$ cat src/sv/clef_ram.sv
// Generic RAM: one write port, two registered read ports.
module clef_ram #(
	parameter int WIDTH = 32,
	parameter int DEPTH = 56
) (
	input  logic                     clk,
	input  logic                     we,
	input  logic [$clog2(DEPTH)-1:0] waddr,
	input  logic [WIDTH-1:0]         wdata,
	input  logic [$clog2(DEPTH)-1:0] raddr_a,
	output logic [WIDTH-1:0]         rdata_a,
	input  logic [$clog2(DEPTH)-1:0] raddr_b,
	output logic [WIDTH-1:0]         rdata_b
);

	logic [WIDTH-1:0] mem_q [DEPTH];

	always_ff @(posedge clk) begin
		if (we)
			mem_q[waddr] <= wdata;
		rdata_a <= mem_q[raddr_a];
		rdata_b <= mem_q[raddr_b];
	end

endmodule

$ cat config.mk
export PLATFORM = sky130hd
export DESIGN_NAME = clef_ram
export DESIGN_NICKNAME = d
export VERILOG_FILES = /design/src/sv/clef_ram.sv
export SDC_FILE = /design/constraint.sdc
export NUM_CORES = 2
export LEC_CHECK = 0
export BUFFER_PORTS_ARGS = -buffer_cell sky130_fd_sc_hd__buf_2
export CORE_ASPECT_RATIO = 1.75
export CORE_MARGIN = 2
export CORE_UTILIZATION = 60
export DETAILED_ROUTE_END_ITERATION = 8
export PLACE_DENSITY_LB_ADDON = 0.1
export REMOVE_ABC_BUFFERS = 1
export SETUP_SLACK_MARGIN = 0.2
export SLEW_MARGIN = 20
export SYNTH_ARGS = -nofsm -noshare
export SYNTH_HDL_FRONTEND = slang
export SYNTH_SLANG_ARGS = --single-unit
export TNS_END_PERCENT = 1
$ cat constraint.sdc
create_clock -name clk -period 3.4 [get_ports clk]
set_clock_uncertainty 0.15 [all_clocks]
set_input_delay 0.17 -clock clk [delete_from_list [all_inputs] [get_ports clk]]
set_output_delay 0.17 -clock clk [all_outputs]
set_load 0.01 [all_outputs]
==> impl_metrics.ini <==
[run_status]
status = finished, final reports clean

[routing]
first_pass_iters = 7
vias = 48100
drt-total-wl_mm = 262
detail_route.wl_per_cell_um = 41.1
drtAntennaViolNets = 0
via_per_inst = 7.55
drt_iter0_drc = 6135
drc = 0

[sta]
finalCritPeriodShare_pct = 83.7
setup_viol = 0
relSlewSlack_pct = 34.0
rsz0062_at_grt = no
finalSetupTns_ns = 0
layout_min_cycle_time_ns = 2.85
slew_violations = 0
worst_pin_slew_ns = 0.991
hold_viol_final = 0
fmax_mhz = 351
worst_slack_ns = 0.553

[critical_path]
cp.required_ns = 3.96
critPathCapture = rdata_b[4]
cp.depth = 9
cp_max_fo = 56
cp_common_cell = dlygate4sd3_1
cp_num_buf_inv = 4
cp_slowest_cell = dlygate4sd3_1
r2r_start = mem_q[47][4]
cp-start-kind = input pin
cp.arrival_ns = 3.41
critPathTopFamily = buffers and inverters
r2r_cells = 5
rr_endpoint = rdata_b[4]
critPathCaptureType = flip-flop
crit_chain = dlygate4sd3_1, buf_8, buf_12, mux4_2, nor2b_1, a2111oi_0, o41a_1, nor2_1, dlygate4sd3_1
ff2ff_setup_slack_ns = 0.87
critPathMaxStageDelay_ns = 0.60
setup.worst_path.start = raddr_b[2]
crit_type = in -> reg

[layout]
stdcell_count = 6375
layout_commonest_cell = edfxtp_1
nets = 4446
fill_cells = 8910
layout_common_cells = 1792 x edfxtp_1, 845 x mux4_2, 263 x mux2i_1
drive_gt1_share_pct = 36.5
final_core_util_pct = 68.2
area_growth_pct = 12.9
area.sequential_mm2 = 0.0551
multi_input_area_mm2 = 0.0277

[job]
maxCapViolations = 0

[floorplan]
start_util_pct = 60.4
fp.dieH_um = 499
dieArea_mm2 = 0.143
num_rows = 181
io_pins = 116
die_w_um = 287
core-area_mm2 = 0.139

[grt]
grt_pass1_wl_mm = 366
grt_pass1_vias = 49900
grt-ovfl-total = 0
antenna_found_initial = 9
grt_max_degree = 63
grt_use_total_pct = 37.3

[clock_network]
cts_root_buf = clkbuf_16
cts_resized = 0
path_clk_slew_ns = 0.07
clock-sinks = 1856
cts_max_level = 4
cts_max_path_buffers = 3
cts_tree = yes
ctsHoldBuffers = 42
worstSkewPairLatency_ns = 0.82
cts_inserted_buffers = 164
cts_setup_buffers = 0

[power_and_ir_drop]
power_density_mw_per_mm2 = 515
finalPower_mw = 48.8
leakagePower_nw = 30.3
ir_worst_vdd_mv = 0.506

[hold_path]
min_path_type = in -> reg

[place]
portBuffers = 115
place.gp.congestion = 0.875
post-place-ws_ns = 0.508
dp_hpwl_mm = 160
dp.cells = 6016

[synthesis]
synth-edff-count = 1792
ys_warn_count = 0
netlist_instances = 4123
syn_area_mm2 = 0.0840
yosysSeqAreaShare_pct = 65.6
avgSynthCellArea_um2 = 20.4
synthDistinctLibCells = 50
ys_ff_latch = 1856
ys.flop_type = edfxtp_1
ys_async_sr_fraction_pct = 0
flip-flops by register name (all words and copies together), names as in the netlist:
register	cells
mem_q	1792
rdata_a	32
rdata_b	32
logic make-up after synthesis:
kind of cell | share of synthesized area (%)
compound gates | 3.64
buf+inv | 2.01
flops | 65.6
mux | 27.0
simple gates | 1.78
synthesized netlist by cell type, types with 8 or more instances:
cell	number	area share, %
buf_1	23	0.10
a22oi_1	53	0.47
buf_4	35	0.31
mux2_2	89	1.2
a221o_1	8	0.095
o41a_1	8	0.11
buf_6	16	0.21
o41ai_1	23	0.24
a21oi_1	49	0.29
a32o_1	29	0.35
a211oi_1	28	0.25
edfxtp_1	1792	64
a2111oi_0	8	0.083
dfxtp_1	64	1.5
a221oi_1	32	0.33
mux4_2	845	23
nor2_1	102	0.46
clkbuf_1	114	0.51
buf_2	145	0.86
nor2b_1	40	0.30
o2111ai_1	29	0.30
o22ai_1	120	0.89
mux2i_1	263	3.1
nand2_1	129	0.58
or4_1	23	0.21
stage by stage:
step	hold WS (ns)	area, um2
after floorplan	0.119	82300
after global placement	0.414	88800
after detailed placement	0.419	88800
after CTS	0.0344	94800
after global routing	0.0983	94800
final	0.0676	94800
worst register-to-register path: stages, from the launching register on:
cell and delay (ns):
edfxtp_1 0.39, mux4_2 0.49, mux4_2 0.52, o22ai_1 0.25, nor2_1 0.07, dlygate4sd3_1 0.55
where the power goes:
group	switching (mW)	total [mW]	internal, mW	leakage [nW]
logic	2.29	4.00	1.70	10.9
clock network	8.51	19.4	10.9	2.69
registers	0.142	25.5	25.3	16.7
layout make-up:
cell class	instances	share of cell area [%]
clock inverters	81	0.999
diodes	11	0.0290
flip-flops and latches	1856	58.1
well taps	1830	2.42
repair buffers	438	4.40
multi-input cells	1932	29.2
clock buffers	225	4.83
inverters	2	0.00792
how the worst min path moves through the flow:
stage / startpoint / endpoint / slack (ns) / cells after the start
after detailed placement: rdata_a[30] / rdata_a[30] / 0.42 / 1
after CTS: raddr_a[1] / rdata_a[8] / 0.03 / 5
after floorplan: wdata[0] / mem_q[0][0] / 0.12 / 0
after global placement: rdata_a[9] / rdata_a[9] / 0.41 / 1
final: raddr_a[1] / rdata_a[4] / 0.07 / 5
after global routing: raddr_a[1] / rdata_a[8] / 0.1 / 5
routing by layer:
metal | vias to the layer above | global-route usage [%] | part of all wire [%]
li1 | 18500 | - | -
met1 | 25500 | 43.5 | 32
met2 | 3113 | 62.4 | 50
met3 | 941 | 7.33 | 9.4
met4 | 0 | 26.2 | 8.4
met5 | - | 0 | 0
Power figures use the tool's default switching activity.
